<file path="src/rtl/lkv_pkg.sv">
// Shared types and constants for the LRU key-value cache.
// No dependencies; imported by every module of the block.
`timescale 1ns / 1ps

package lkv_pkg;

   // Defaults handed to the top level parameters
   localparam int DEF_ENTRIES  = 16;
   localparam int DEF_KEY_BITS = 32;

   // Fixed field widths
   localparam int DATA_W    = 32;
   localparam int CAP_W     = 5;
   localparam int CAP_RESET = 16;

   // Value returned on a get miss and for every put
   localparam logic [DATA_W-1:0] MISS_VALUE = '1;

   // Request kinds
   typedef enum logic {
      KIND_GET = 1'b0,
      KIND_PUT = 1'b1
   } kind_type;

   // Sequencer states
   typedef enum logic [1:0] {
      ST_IDLE,
      ST_SCAN,
      ST_UPDATE,
      ST_DONE
   } state_type;

   // Scan unit status towards the sequencer
   typedef struct packed {
      logic hit_now;   // match seen at the compare stage this cycle
      logic hit;       // a matching entry has been recorded
      logic old_ok;    // an oldest valid entry has been recorded
      logic free_ok;   // a free entry has been recorded
   } scan_flags_type;

   // Store update command from the sequencer
   typedef struct packed {
      logic apply;        // promote slot and mark it valid
      logic all_age;      // age every other valid entry (insert)
      logic write_key;
      logic write_value;
   } upd_cmd_type;

endpackage

</file>
<file path="src/rtl/lkv_store.sv">
// Entry storage: key and value memories, valid marks and recency ages.
// Depends on lkv_pkg.
`timescale 1ns / 1ps

module lkv_store
   import lkv_pkg::*;
#(
   parameter int ENTRIES = DEF_ENTRIES,
   parameter int KW      = DEF_KEY_BITS,
   parameter int IW      = 4
) (
   input  logic              clock,
   input  logic              reset,
   // scan read port
   input  logic              rd_en,
   input  logic [IW-1:0]     rd_addr,
   output logic [KW-1:0]     rd_key,
   output logic [DATA_W-1:0] rd_value,
   // status of the entry at the compare stage
   input  logic [IW-1:0]     probe_idx,
   output logic              probe_valid,
   output logic [IW-1:0]     probe_age,
   // update port
   input  upd_cmd_type       cmd,
   input  logic [IW-1:0]     cmd_slot,
   input  logic [IW-1:0]     cmd_limit,
   input  logic [KW-1:0]     cmd_key,
   input  logic [DATA_W-1:0] cmd_value
);

   logic [KW-1:0]     key_mem   [ENTRIES];
   logic [DATA_W-1:0] value_mem [ENTRIES];
   logic [KW-1:0]     rd_key_ff;
   logic [DATA_W-1:0] rd_value_ff;
   logic              valid_ff [ENTRIES];
   logic [IW-1:0]     age_ff   [ENTRIES];

   // Memory write and registered read
   always_ff @(posedge clock) begin
      if (cmd.apply && cmd.write_key) begin
         key_mem[cmd_slot] <= cmd_key;
      end
      if (cmd.apply && cmd.write_value) begin
         value_mem[cmd_slot] <= cmd_value;
      end
      if (rd_en) begin
         rd_key_ff   <= key_mem[rd_addr];
         rd_value_ff <= value_mem[rd_addr];
      end
   end

   assign rd_key   = rd_key_ff;
   assign rd_value = rd_value_ff;

   // Valid marks and ages; a promote ages the younger valid entries, an insert every valid one
   always_ff @(posedge clock) begin
      if (reset) begin
         for (int i = 0; i < ENTRIES; i++) begin
            valid_ff[i] <= 1'b0;
            age_ff[i]   <= '0;
         end
      end else if (cmd.apply) begin
         for (int i = 0; i < ENTRIES; i++) begin
            if (IW'(i) == cmd_slot) begin
               valid_ff[i] <= 1'b1;
               age_ff[i]   <= '0;
            end else if (valid_ff[i] && (cmd.all_age || age_ff[i] < cmd_limit)) begin
               age_ff[i] <= age_ff[i] + IW'(1);
            end
         end
      end
   end

   assign probe_valid = valid_ff[probe_idx];
   assign probe_age   = age_ff[probe_idx];

endmodule

</file>
<file path="src/rtl/lkv_scan.sv">
// Shared compare unit: one entry a cycle, key match, oldest and first free.
// Depends on lkv_pkg.
`timescale 1ns / 1ps

module lkv_scan
   import lkv_pkg::*;
#(
   parameter int KW = DEF_KEY_BITS,
   parameter int IW = 4
) (
   input  logic              clock,
   input  logic              reset,
   input  logic              start,
   input  logic              cmp_en,
   input  logic [IW-1:0]     cmp_idx,
   input  logic              entry_valid,
   input  logic [IW-1:0]     entry_age,
   input  logic [KW-1:0]     entry_key,
   input  logic [DATA_W-1:0] entry_value,
   input  logic [KW-1:0]     req_key,
   output scan_flags_type    flags,
   output logic [IW-1:0]     hit_idx,
   output logic [IW-1:0]     hit_age,
   output logic [DATA_W-1:0] hit_value,
   output logic [IW-1:0]     old_idx,
   output logic [IW-1:0]     free_idx
);

   logic              hit_ff,  hit_in;
   logic              old_ok_ff, free_ok_ff;
   logic [IW-1:0]     hit_idx_ff, hit_age_ff, old_idx_ff, old_age_ff, free_idx_ff;
   logic [DATA_W-1:0] hit_value_ff;
   logic              match, older;

   // Compare stage
   assign match  = cmp_en && !hit_ff && entry_valid && (entry_key == req_key);
   assign older  = cmp_en && entry_valid && (!old_ok_ff || entry_age > old_age_ff);
   assign hit_in = hit_ff || match;

   // Result flags
   always_ff @(posedge clock) begin
      if (reset || start) begin
         hit_ff     <= 1'b0;
         old_ok_ff  <= 1'b0;
         free_ok_ff <= 1'b0;
      end else begin
         hit_ff <= hit_in;
         if (older) begin
            old_ok_ff <= 1'b1;
         end
         if (cmp_en && !entry_valid) begin
            free_ok_ff <= 1'b1;
         end
      end
   end

   // Recorded indexes and data
   always_ff @(posedge clock) begin
      if (match) begin
         hit_idx_ff   <= cmp_idx;
         hit_age_ff   <= entry_age;
         hit_value_ff <= entry_value;
      end
      if (older) begin
         old_idx_ff <= cmp_idx;
         old_age_ff <= entry_age;
      end
      if (cmp_en && !entry_valid && !free_ok_ff) begin
         free_idx_ff <= cmp_idx;
      end
   end

   assign flags.hit_now = match;
   assign flags.hit     = hit_ff;
   assign flags.old_ok  = old_ok_ff;
   assign flags.free_ok = free_ok_ff;
   assign hit_idx       = hit_idx_ff;
   assign hit_age       = hit_age_ff;
   assign hit_value     = hit_value_ff;
   assign old_idx       = old_idx_ff;
   assign free_idx      = free_idx_ff;

endmodule

</file>
<file path="src/rtl/lkv_ctrl.sv">
// Sequencer: request capture, entry scan, store update and result register.
// Depends on lkv_pkg.
`timescale 1ns / 1ps

module lkv_ctrl
   import lkv_pkg::*;
#(
   parameter int ENTRIES = DEF_ENTRIES,
   parameter int KW      = DEF_KEY_BITS,
   parameter int IW      = 4,
   parameter int CW      = 5
) (
   input  logic              clock,
   input  logic              reset,
   // requests
   input  logic              req_tvalid,
   output logic              req_tready,
   input  logic              req_kind,
   input  logic [KW-1:0]     req_key,
   input  logic [DATA_W-1:0] req_value,
   // results
   output logic              rsp_tvalid,
   input  logic              rsp_tready,
   output logic              rsp_hit,
   output logic [DATA_W-1:0] rsp_value,
   // capacity register
   input  logic              csr_wr_en,
   input  logic [CAP_W-1:0]  csr_wr_data,
   // store read side
   output logic              rd_en,
   output logic [IW-1:0]     rd_addr,
   output logic              cmp_en,
   output logic [IW-1:0]     cmp_idx,
   // scan unit
   output logic              scan_start,
   output logic [KW-1:0]     scan_key,
   input  scan_flags_type    flags,
   input  logic [IW-1:0]     hit_idx,
   input  logic [IW-1:0]     hit_age,
   input  logic [DATA_W-1:0] hit_value,
   input  logic [IW-1:0]     old_idx,
   input  logic [IW-1:0]     free_idx,
   // store update
   output upd_cmd_type       cmd,
   output logic [IW-1:0]     cmd_slot,
   output logic [IW-1:0]     cmd_limit,
   output logic [KW-1:0]     cmd_key,
   output logic [DATA_W-1:0] cmd_value
);

   localparam logic [IW-1:0] LAST_IDX = IW'(ENTRIES - 1);
   localparam int            WIDE_W   = (CAP_W > CW ? CAP_W : CW) + 1;

   state_type         state_ff, state_in;
   kind_type          kind_ff;
   logic [KW-1:0]     key_ff;
   logic [DATA_W-1:0] value_ff;
   logic [CAP_W-1:0]  cap_ff;
   logic [CW-1:0]     occ_ff, occ_in;
   logic [IW-1:0]     addr_ff, addr_in;
   logic              issue_ff, issue_in;
   logic              cmp_vld_ff, cmp_vld_in;
   logic [IW-1:0]     cmp_idx_ff;
   logic              res_hit_ff, res_hit_in;
   logic [DATA_W-1:0] res_val_ff, res_val_in;
   logic              rsp_vld_ff, rsp_vld_in;
   logic              rsp_hit_ff;
   logic [DATA_W-1:0] rsp_val_ff;
   logic              load_rsp, scan_end;
   logic [CW-1:0]     usable;
   logic              full;

   // Capacity register
   always_ff @(posedge clock) begin
      if (reset) begin
         cap_ff <= CAP_W'(CAP_RESET);
      end else if (csr_wr_en) begin
         cap_ff <= csr_wr_data;
      end
   end

   // Capacity clamped to one..ENTRIES
   always_comb begin
      if (cap_ff == '0) begin
         usable = CW'(1);
      end else if (WIDE_W'(cap_ff) > WIDE_W'(ENTRIES)) begin
         usable = CW'(ENTRIES);
      end else begin
         usable = CW'(cap_ff);
      end
   end

   assign full = occ_ff >= usable;

   // Request capture
   always_ff @(posedge clock) begin
      if (req_tvalid && req_tready) begin
         kind_ff  <= kind_type'(req_kind);
         key_ff   <= req_key;
         value_ff <= req_value;
      end
   end

   // State and sequencing registers
   always_ff @(posedge clock) begin
      if (reset) begin
         state_ff   <= ST_IDLE;
         occ_ff     <= '0;
         issue_ff   <= 1'b0;
         cmp_vld_ff <= 1'b0;
         rsp_vld_ff <= 1'b0;
      end else begin
         state_ff   <= state_in;
         occ_ff     <= occ_in;
         issue_ff   <= issue_in;
         cmp_vld_ff <= cmp_vld_in;
         rsp_vld_ff <= rsp_vld_in;
      end
   end

   always_ff @(posedge clock) begin
      addr_ff    <= addr_in;
      cmp_idx_ff <= addr_ff;
      res_hit_ff <= res_hit_in;
      res_val_ff <= res_val_in;
      if (load_rsp) begin
         rsp_hit_ff <= res_hit_ff;
         rsp_val_ff <= res_val_ff;
      end
   end

   assign scan_end = flags.hit_now || (cmp_vld_ff && cmp_idx_ff == LAST_IDX);

   // Next state and outputs
   always_comb begin
      state_in    = state_ff;
      occ_in      = occ_ff;
      addr_in     = addr_ff;
      issue_in    = issue_ff;
      cmp_vld_in  = 1'b0;
      res_hit_in  = res_hit_ff;
      res_val_in  = res_val_ff;
      req_tready  = 1'b0;
      scan_start  = 1'b0;
      rd_en       = 1'b0;
      load_rsp    = 1'b0;
      cmd         = '0;
      cmd_slot    = free_idx;
      cmd_limit   = hit_age;
      rsp_vld_in  = rsp_vld_ff && !rsp_tready;

      case (state_ff)
         ST_IDLE: begin
            req_tready = 1'b1;
            if (req_tvalid) begin
               scan_start = 1'b1;
               addr_in    = '0;
               issue_in   = 1'b1;
               state_in   = ST_SCAN;
            end
         end
         ST_SCAN: begin
            rd_en = issue_ff;
            if (issue_ff) begin
               if (addr_ff == LAST_IDX) begin
                  issue_in = 1'b0;
               end else begin
                  addr_in = addr_ff + IW'(1);
               end
            end
            cmp_vld_in = issue_ff;
            if (scan_end) begin
               issue_in   = 1'b0;
               cmp_vld_in = 1'b0;
               state_in   = ST_UPDATE;
            end
         end
         ST_UPDATE: begin
            res_val_in = MISS_VALUE;
            res_hit_in = flags.hit;
            if (flags.hit) begin
               // present key: promote, and overwrite the value on a put
               cmd.apply       = 1'b1;
               cmd.write_value = (kind_ff == KIND_PUT);
               cmd_slot        = hit_idx;
               if (kind_ff == KIND_GET) begin
                  res_val_in = hit_value;
               end
            end else if (kind_ff == KIND_PUT) begin
               cmd.all_age     = 1'b1;
               cmd.write_key   = 1'b1;
               cmd.write_value = 1'b1;
               if (full && flags.old_ok) begin
                  // evict the least recent entry and reuse its slot
                  cmd.apply = 1'b1;
                  cmd_slot  = old_idx;
               end else if (flags.free_ok) begin
                  cmd.apply = 1'b1;
                  occ_in    = full ? CW'(1) : occ_ff + CW'(1);
               end else if (full) begin
                  occ_in = '0;
               end
            end
            state_in = ST_DONE;
         end
         ST_DONE: begin
            if (!rsp_vld_ff || rsp_tready) begin
               load_rsp   = 1'b1;
               rsp_vld_in = 1'b1;
               state_in   = ST_IDLE;
            end
         end
         default: begin
            state_in = ST_IDLE;
         end
      endcase
   end

   assign rd_addr    = addr_ff;
   assign cmp_en     = cmp_vld_ff;
   assign cmp_idx    = cmp_idx_ff;
   assign scan_key   = key_ff;
   assign cmd_key    = key_ff;
   assign cmd_value  = value_ff;
   assign rsp_tvalid = rsp_vld_ff;
   assign rsp_hit    = rsp_hit_ff;
   assign rsp_value  = rsp_val_ff;

endmodule

</file>
<file path="src/rtl/lru_key_value_cache.sv">
// Fully associative key-value cache with least-recently-used replacement.
// A miss scans every entry before its result is given; a hit ends the scan at
// the matching entry. One item is in work at a time: a new request is taken only
// once the last result is loaded. The scan reads one entry a cycle through the
// single key/value memory read port and the shared compare unit.
// Reset clears valid marks, ages and occupancy at once and sets capacity to 16.
`timescale 1ns / 1ps

module lru_key_value_cache
   import lkv_pkg::*;
#(
   parameter int ENTRIES  = DEF_ENTRIES,
   parameter int KEY_BITS = DEF_KEY_BITS
) (
   input  logic                clock,
   input  logic                reset,
   // request: tdata = key[31:0], value[63:32]; tuser = kind
   input  logic                req_tvalid,
   output logic                req_tready,
   input  logic [2*DATA_W-1:0] req_tdata,
   input  logic                req_tuser,
   // result: tdata = read_value[31:0]; tuser = hit
   output logic                rsp_tvalid,
   input  logic                rsp_tready,
   output logic [DATA_W-1:0]   rsp_tdata,
   output logic                rsp_tuser,
   // capacity register
   input  logic                csr_wr_en,
   input  logic [CAP_W-1:0]    csr_wr_data
);

   localparam int KW = (KEY_BITS < DATA_W) ? KEY_BITS : DATA_W;
   localparam int IW = (ENTRIES > 1) ? $clog2(ENTRIES) : 1;
   localparam int CW = $clog2(ENTRIES + 1);

   logic              rd_en, cmp_en, scan_start, probe_valid;
   logic [IW-1:0]     rd_addr, cmp_idx, probe_age;
   logic [KW-1:0]     rd_key, scan_key, cmd_key;
   logic [DATA_W-1:0] rd_value, hit_value, cmd_value;
   scan_flags_type    flags;
   logic [IW-1:0]     hit_idx, hit_age, old_idx, free_idx, cmd_slot, cmd_limit;
   upd_cmd_type       cmd;

   lkv_ctrl #(
      .ENTRIES (ENTRIES),
      .KW      (KW),
      .IW      (IW),
      .CW      (CW)
   ) u_ctrl (
      .clock       (clock),
      .reset       (reset),
      .req_tvalid  (req_tvalid),
      .req_tready  (req_tready),
      .req_kind    (req_tuser),
      .req_key     (req_tdata[KW-1:0]),
      .req_value   (req_tdata[2*DATA_W-1:DATA_W]),
      .rsp_tvalid  (rsp_tvalid),
      .rsp_tready  (rsp_tready),
      .rsp_hit     (rsp_tuser),
      .rsp_value   (rsp_tdata),
      .csr_wr_en   (csr_wr_en),
      .csr_wr_data (csr_wr_data),
      .rd_en       (rd_en),
      .rd_addr     (rd_addr),
      .cmp_en      (cmp_en),
      .cmp_idx     (cmp_idx),
      .scan_start  (scan_start),
      .scan_key    (scan_key),
      .flags       (flags),
      .hit_idx     (hit_idx),
      .hit_age     (hit_age),
      .hit_value   (hit_value),
      .old_idx     (old_idx),
      .free_idx    (free_idx),
      .cmd         (cmd),
      .cmd_slot    (cmd_slot),
      .cmd_limit   (cmd_limit),
      .cmd_key     (cmd_key),
      .cmd_value   (cmd_value)
   );

   lkv_scan #(
      .KW (KW),
      .IW (IW)
   ) u_scan (
      .clock       (clock),
      .reset       (reset),
      .start       (scan_start),
      .cmp_en      (cmp_en),
      .cmp_idx     (cmp_idx),
      .entry_valid (probe_valid),
      .entry_age   (probe_age),
      .entry_key   (rd_key),
      .entry_value (rd_value),
      .req_key     (scan_key),
      .flags       (flags),
      .hit_idx     (hit_idx),
      .hit_age     (hit_age),
      .hit_value   (hit_value),
      .old_idx     (old_idx),
      .free_idx    (free_idx)
   );

   lkv_store #(
      .ENTRIES (ENTRIES),
      .KW      (KW),
      .IW      (IW)
   ) u_store (
      .clock       (clock),
      .reset       (reset),
      .rd_en       (rd_en),
      .rd_addr     (rd_addr),
      .rd_key      (rd_key),
      .rd_value    (rd_value),
      .probe_idx   (cmp_idx),
      .probe_valid (probe_valid),
      .probe_age   (probe_age),
      .cmd         (cmd),
      .cmd_slot    (cmd_slot),
      .cmd_limit   (cmd_limit),
      .cmd_key     (cmd_key),
      .cmd_value   (cmd_value)
   );

endmodule
</file>
<file path="config.mk">
export PLATFORM = sky130hd
export DESIGN_NAME = lru_key_value_cache
export DESIGN_NICKNAME = d
export VERILOG_FILES = /design/src/rtl/lkv_pkg.sv /design/src/rtl/lkv_store.sv /design/src/rtl/lkv_scan.sv /design/src/rtl/lkv_ctrl.sv /design/src/rtl/lru_key_value_cache.sv
export SDC_FILE = /design/constraint.sdc
export NUM_CORES = 1
export LEC_CHECK = 0
export ABC_AREA = 1
export BUFFER_PORTS_ARGS = -buffer_cell sky130_fd_sc_hd__buf_2
export CAP_MARGIN = 20
export CORE_MARGIN = 2
export CORE_UTILIZATION = 30
export CTS_CLUSTER_DIAMETER = 200
export DETAILED_ROUTE_END_ITERATION = 7
export GPL_ROUTABILITY_DRIVEN = 0
export PLACE_DENSITY = 0.54
export SLEW_MARGIN = 20
export SYNTH_ARGS = -nofsm -noshare
export SYNTH_HDL_FRONTEND = slang
export SYNTH_SLANG_ARGS = --single-unit
</file>
<file path="constraint.sdc">
create_clock -name clock -period 6.05 [get_ports clock]
set_clock_uncertainty 0.15 [all_clocks]
set_input_delay 1.21 -clock clock [delete_from_list [all_inputs] [get_ports clock]]
set_output_delay 1.21 -clock clock [all_outputs]
set_load 0.02 [all_outputs]
</file>
# Yosys cells after proc, flatten, opt, wreduce, memory -nomap -nowiden
# Memories as Yosys holds them, arrays and structs flattened. A register that Yosys moved wholly into a read port is not among the register bits.
# Index checks and enable logic that the tools add are counted.
# word_totals
ff_bits	209
ram_bits	1104
input_bits	75
out_inout_bits	35
elab_cells	444
mem_count	4
# op_classes
n_addsub	18
magnitude_cmp	19
n_eq_ne	26
mux	235
bitwise	51
n_reduce_logical	67
# memory_table
name	depth	width	read_ports	rd_ports_with_merged_regs	write_ports	line_no	rtl
u_store.key_mem	16	32	1	1	1	lkv_store.sv:31	logic [KW-1:0] key_mem [ENTRIES];
u_store.value_mem	16	32	1	1	1	lkv_store.sv:32	logic [DATA_W-1:0] value_mem [ENTRIES];
u_store.age_ff	16	4	17	1	16	lkv_store.sv:36	logic [IW-1:0] age_ff [ENTRIES];
u_store.valid_ff	16	1	17	1	16	lkv_store.sv:35	logic valid_ff [ENTRIES];
# op_table
operator	count
two-way mux 1 bit	182
two-way mux 4 bit	41
adder 4 x 1 -> 4 bit, second input constant	17
< comparator 4 bit	16
OR 1 bit	48
equality test 32 bit	1
equality test 4 bit, first input constant	8
logical AND 1 bit	29
two-way mux 5 bit	5
logical OR 1 bit	21
equality test 3 x 4 -> 1 bit, first input constant	4
equality test 2 x 4 -> 1 bit, first input constant	2
equality test 4 bit, second input constant	2
two-way mux 2 bit	4
case mux 2 bit (4 select lines)	1
case mux 4 bit (2 select lines)	1
zero test 1 bit	6
!= test 2 x 1 -> 1 bit, second input constant	3
adder 5 x 1 -> 5 bit, second input constant	1
>= comparator 5 bit	1
> comparator 5 bit, second input constant	1
zero test 5 bit	1
AND reduction 5 bit	1
equality test 1 x 4 -> 1 bit, first input constant	1
other kinds (14)	19

# Logic depth before layout (Yosys ltp)
# depth
word_depth	17
mapped_depth	17
ltp_nobuf	17

# By module
# From an unflattened synthesis, not the netlist that was laid out.
# unflattened
hier_cells	4753
area_unflattened_um2	58597.4
# by_module_without_submodules
mod	instances	cells_each	area_each_um2	seq_area_each_um2
lkv_store	1	4091	50221.9	34983.6
lkv_ctrl	1	431	5875.6	4434.3
lkv_scan	1	231	2499.9	1621.6

# Worst setup path after synthesis
# No wires, ideal clock.
# synth_timing
kind	register to register
start	register u_ctrl.state_ff[0]
end	memory u_store.key_mem[10][0] (netlist bit) (enable)
setup_ps	461
arrival_ps	4591
required_ps	5439
slack_ps	848
stages_incl_launch_ff	12
path_buffers	1
synth_period_minus_slack_ps	5202
cell_sequence	dfxtp_1 -> inv_1 -> ha_1 -> buf_2 -> inv_1 -> nor2_4 -> nand3_1 -> nand2_2 -> inv_2 -> nor2_8 -> nand2_1 -> nor3_1
# synth_between
elab_chain_len	5
elab_cells_between_ends	6
cone_classes	eq/ne (1); mux (4); reduce/logical (1)
# synth_rtl
element	line_no	rtl
from (decl)	lkv_ctrl.sv:54	state_type state_ff, state_in;
from (signal assigned)	lkv_ctrl.sv:113	state_ff <= state_in;
equality test 2 bit (*)	lkv_ctrl.sv:152	case (state_ff)
two-way mux 4 bit	lkv_ctrl.sv:152	
logical AND 1 bit	lkv_store.sv:40	if (cmd.apply && cmd.write_key) begin
two-way mux 1 bit	lkv_store.sv:40	
two-way mux 1 bit (implied by the code)	lkv_store.sv:41	key_mem[cmd_slot] <= cmd_key;
to (decl)	lkv_store.sv:31	
# Every way passes the cells marked *; elsewhere a longest branch is shown, timed or not.

# Worst setup path after layout
# layout_timing
start	register u_ctrl.cap_ff[0]
end	memory u_store.value_mem[14][28] (enable)
# layout_between
elab_chain_len	12
elab_cells_between_ends	17
cone_classes	order compare (2); mux (12); reduce/logical (3)
# layout_rtl
element	line_no	rtl
from (decl)	lkv_ctrl.sv:58	logic [CAP_W-1:0] cap_ff;
from (signal assigned)	lkv_ctrl.sv:76	cap_ff <= CAP_W'(CAP_RESET);
from (signal assigned)	lkv_ctrl.sv:78	cap_ff <= csr_wr_data;
> comparator 5 bit	lkv_ctrl.sv:86	end else if (WIDE_W'(cap_ff) > WIDE_W'(ENTRIES)) begin
two-way mux 5 bit	lkv_ctrl.sv:86	
two-way mux 5 bit (*)	lkv_ctrl.sv:84	if (cap_ff == '0) begin
>= comparator 5 bit (*)	lkv_ctrl.sv:93	assign full = occ_ff >= usable;
logical AND 1 bit (*)	lkv_ctrl.sv:193	if (full && flags.old_ok) begin
two-way mux 1 bit	lkv_ctrl.sv:193	
two-way mux 4 bit	lkv_ctrl.sv:189	end else if (kind_ff == KIND_PUT) begin
two-way mux 1 bit	lkv_ctrl.sv:181	if (flags.hit) begin
two-way mux 4 bit	lkv_ctrl.sv:152	
logical AND 1 bit	lkv_store.sv:43	if (cmd.apply && cmd.write_value) begin
two-way mux 1 bit	lkv_store.sv:43	
two-way mux 1 bit (implied by the code)	lkv_store.sv:44	value_mem[cmd_slot] <= cmd_value;
to (decl)	lkv_store.sv:32	
# Marked as above.

==> parameters.txt <==
Parameter                              Value

Status
  Result of the run ... finished, final reports clean

Timing
  Period Utilization, post-route ... 0.805
  Count of final max-slew check failures ... 0
  Final critical delay including setup and external delays ... 4.87 ns
  Measured slew at the worst slew-check pin ... around 1.1 ns
  Max Clock Freq ... 205 MHz
  Unrepaired setup endpoints after global routing ... no
  Final Hold Vio Count ... 0
  Fin Setup TNS ... 0 ns
  Worst slew margin ... 0.270
  Setup violators final ... 0

Synthesis
  Prevailing post-synth register cell ... edfxtp_1
  Synthesized-area fraction occupied by ao, oa, aoi and oai cells ... 0.0819
  Post-synthesis share of cell area spent on xor and xnor gates ... 0.00697
  Share of cell area taken by muxes after synthesis ... 0.0188
  Post-synth EDFFs ... around 1300
  Simple logic cell fraction of the synthesized area ... 0.104
  Biggest area consumer among synthesized cells ... edfxtp_1
  Count of distinct cell types in the synthesized netlist ... between 40 and 50
  Most frequent cells after synthesis ... edfxtp_1, nor2_1, nand2_1, o21ai_0, nand3_1
  Syn Area/Cell ... between 10 and 15 um^2
  Largest family of logic cells by synthesized area ... simple AND/OR/NAND/NOR gates
  Adder-cell share of the synthesized area ... 0.0179
  Cell count after synthesis ... around 4000
  Share of synthesized flip-flops with an asynchronous set or reset ... 0
  Most repeated cell in the gate-level netlist after synthesis ... edfxtp_1
  Post-Synthesis Net Count ... 4187
  Area share of the largest cell type after synthesis ... 0.731
  Ys Warns ... 0
  Share of the yosys chip area belonging to registers ... 0.742
  Register bit total from synthesis ... around 1400
  Synthesized cell area ... roughly 55000 um^2
  Largest cells by area after synthesis ... edfxtp_1, nor2_1, o21ai_0, nand2_1, o32ai_1

GRT
  Overall fraction of global-route tracks in use ... 0.147
  Vias in the first global route ... 31500
  Global-route wire length before repair ... a little over 200000 um
  Maximum number of pins on one net before global-route repair ... approximately 270
  Initial antenna violation count ... 3
  Total congestion overflow ... 0

Flow run
  # Max-Cap Violations ... 0

Power and ir drop
  Worst IR drop on VDD ... between 0.0005 and 0.0006 V
  PD cells ... 423 nW/um^2
  Leakage power figure ... roughly 21 nW

Detailed routing
  Number of vias per cell ... 4.89
  Highest routed metal layer ... met5
  Post-route antenna net violation count ... 0
  Number of design rule violations left after detail routing ... 0
  Number of DRC violations after detailed-routing iteration 0 ... slightly above 3000
  Routed length on met2 ... between 60000 and 70000 um
  WL met3 ... 7260 um
  Total number of vias ... 32800
  Per-cell routed wire length ... between 20 and 25 um
  Number of detailed-route iterations in the first pass ... 8
  Wl on met1 ... around 63000 um
  Drt total wl ... 140000 um

Cells and area
  Area growth from synthesis to layout ... 14.8%
  Proportion of layout cells with a drive suffix above 1 ... 0.109
  Final instance area ... around 63000 um^2
  Final Core Density ... 0.347
  Net count, final ... about 4300

Critical path
  Category of the critical setup timing path ... reg -> reg
  Required time at the endpoint of the critical path ... ~6.4 ns
  Slowest cell on the critical path ... nor2_4
  Critical-path cell list ... or4_1 -> nand2_1 -> nand2_1 -> ha_1 -> nand2_1 -> nor2_1 -> nand2_1 -> nand3_2 -> nand3_4 -> nand3_2 -> nand2_4 -> inv_2 -> nand2_2 -> nor2_4 -> buf_4
  Launching element type of the critical path ... register
  Crit path top cell by count ... nand2_1
  Highest net fanout along the worst path ... 23
  Crit path DAT ... ~5.2 ns
  Worst path max stage delay ... around 1.0 ns
  Nature of the critical path endpoint ... register

Clock network
  Cts bufs inserted ... between 100 and 150
  Total setup buffers inserted after CTS ... 0
  Latest clock arrival within the worst-skew pair ... ~0.8 ns
  Number of clock sinks ... roughly 1400
  Hold_buf cts ... 0
  CTS tree ... built
  H-tree lvl count ... 4
  Largest buffer count on any clock path ... 3
  Clock transition at the registers of the reported paths ... 0.06 ns
  Clock root buffer ... clkbuf_16
  Number of gates given a new drive strength after cts ... 0

Floorplanning
  Initial Util ... 0.302
  Die Footprint ... between 150000 and 200000 um^2
  Placeable core area ... around 180000 um^2
  Top Ports ... between 100 and 150
  Floorplan die height ... 433 um
  Std cell rows ... ~160
  Chip width ... 433 um

Placement
  Input/output buffers ... 109
  Area of placed instances ... roughly 60000 um^2
  Final HPWL from detailed placement ... around 79000 um

Min path
  Min-delay worst type ... reg -> reg
[layer usage]
metal,global-route usage,vias to the layer above
li1,-,15200
met1,0.201,16600
met2,0.237,844
met3,0.0259,189
met4,0.0451,2
met5,0,-
[state kept, by name (all words and copies together) (netlist names), 5 cells and up]
signal and count:
u_scan.hit_value 32, u_ctrl.cmd_key 32, u_ctrl.rsp_value 32, u_store.valid_ff 16, u_ctrl.occ_ff 5, u_store.value_mem 512, u_store.age_ff 64, u_store.rd_key 32
u_ctrl.res_val_ff 32, u_ctrl.cap_ff 5, u_store.key_mem 512, u_store.rd_value 32, u_ctrl.cmd_value 32
[power breakdown]
part	switching, W	internal (W)	total (W)
Clock	0.00378	0.00485	0.00863
Combinational	0.00446	0.00189	0.00635
Sequential	0.000547	0.0113	0.0119
Total	0.00879	0.0181	0.0269
[area by class of cell]
cell class	count	area, um^2
fillers	17800	120000
flip-flops and latches	1377	41000
multi-input cells	2270	12900
clock buffers	177	3790
well taps	2464	3080
repair buffers	178	1220
clock inverters	76	788
inverters	165	637
diodes	1	2.50
[through the flow]
stage,std cells,setup WS (ns),power (W),hold slack (ns)
2_1_floorplan,4033,0.848,0.0162,0.219
3_3_place_gp,6450,1.09,0.0184,0.252
3_5_place_dp,6453,1.14,0.0185,0.255
4_1_cts,6706,1.12,0.0271,0.259
5_1_grt,6707,0.914,0.0282,0.265
6_report,6708,1.18,0.0269,0.262
[final timing paths]
check,startpoint,endpoint,slack (ns),cells after the start
worst max-delay path,u_ctrl.cap_ff[0],u_store.value_mem[14][28],1.18,15
worst min-delay path,u_ctrl.res_val_ff[28],u_ctrl.rsp_value[28],0.26,0
worst max register to register,u_ctrl.cap_ff[0],u_store.value_mem[14][28],1.18,15
worst min register to register,u_ctrl.res_val_ff[28],u_ctrl.rsp_value[28],0.26,0
[critical path, delay by kind of cell, from the launching register on]
kind	cells	cell delay (ns)
DFF	1	0.31
buffers and inverters	2	0.56
and+or+nand+nor	12	3.22
adders and majority gates	1	0.27
[placed cells by master, fill, tap and decap left out, types with 8 or more instances in the layout]
master,Yosys,final
inv_2,8,9
inv_1,156,149
nor2_4,5,33
nor2_1,722,694
o221ai_1,107,107
bufinv_16,0,8
o32ai_1,152,152
ha_1,79,78
clkbuf_16,0,147
a21oi_1,55,54
dfxtp_1,31,31
edfxtp_1,1346,1346
xor2_1,23,23
clkinv_1,1,26
o21a_1,9,9
o21ai_0,307,307
nor4_1,8,8
clkinv_2,0,20
buf_2,64,109
nand4_1,16,16
clkbuf_1,139,30
xnor2_1,21,21
nand3_2,12,12
o211ai_1,35,35
buf_4,10,59
mux2i_1,104,104
nand3_1,194,194
nand2_1,365,365
[logic make-up after synthesis]
group / after synthesis
AOI/OAI and AO/OA: 679
xor gates and xnor gates: 44
adders and majority gates: 79
buffers and inverters: 386
DFF: 1377
muxes: 104
and+or+nand+nor: 1364
Power figures use the tool's default switching activity.
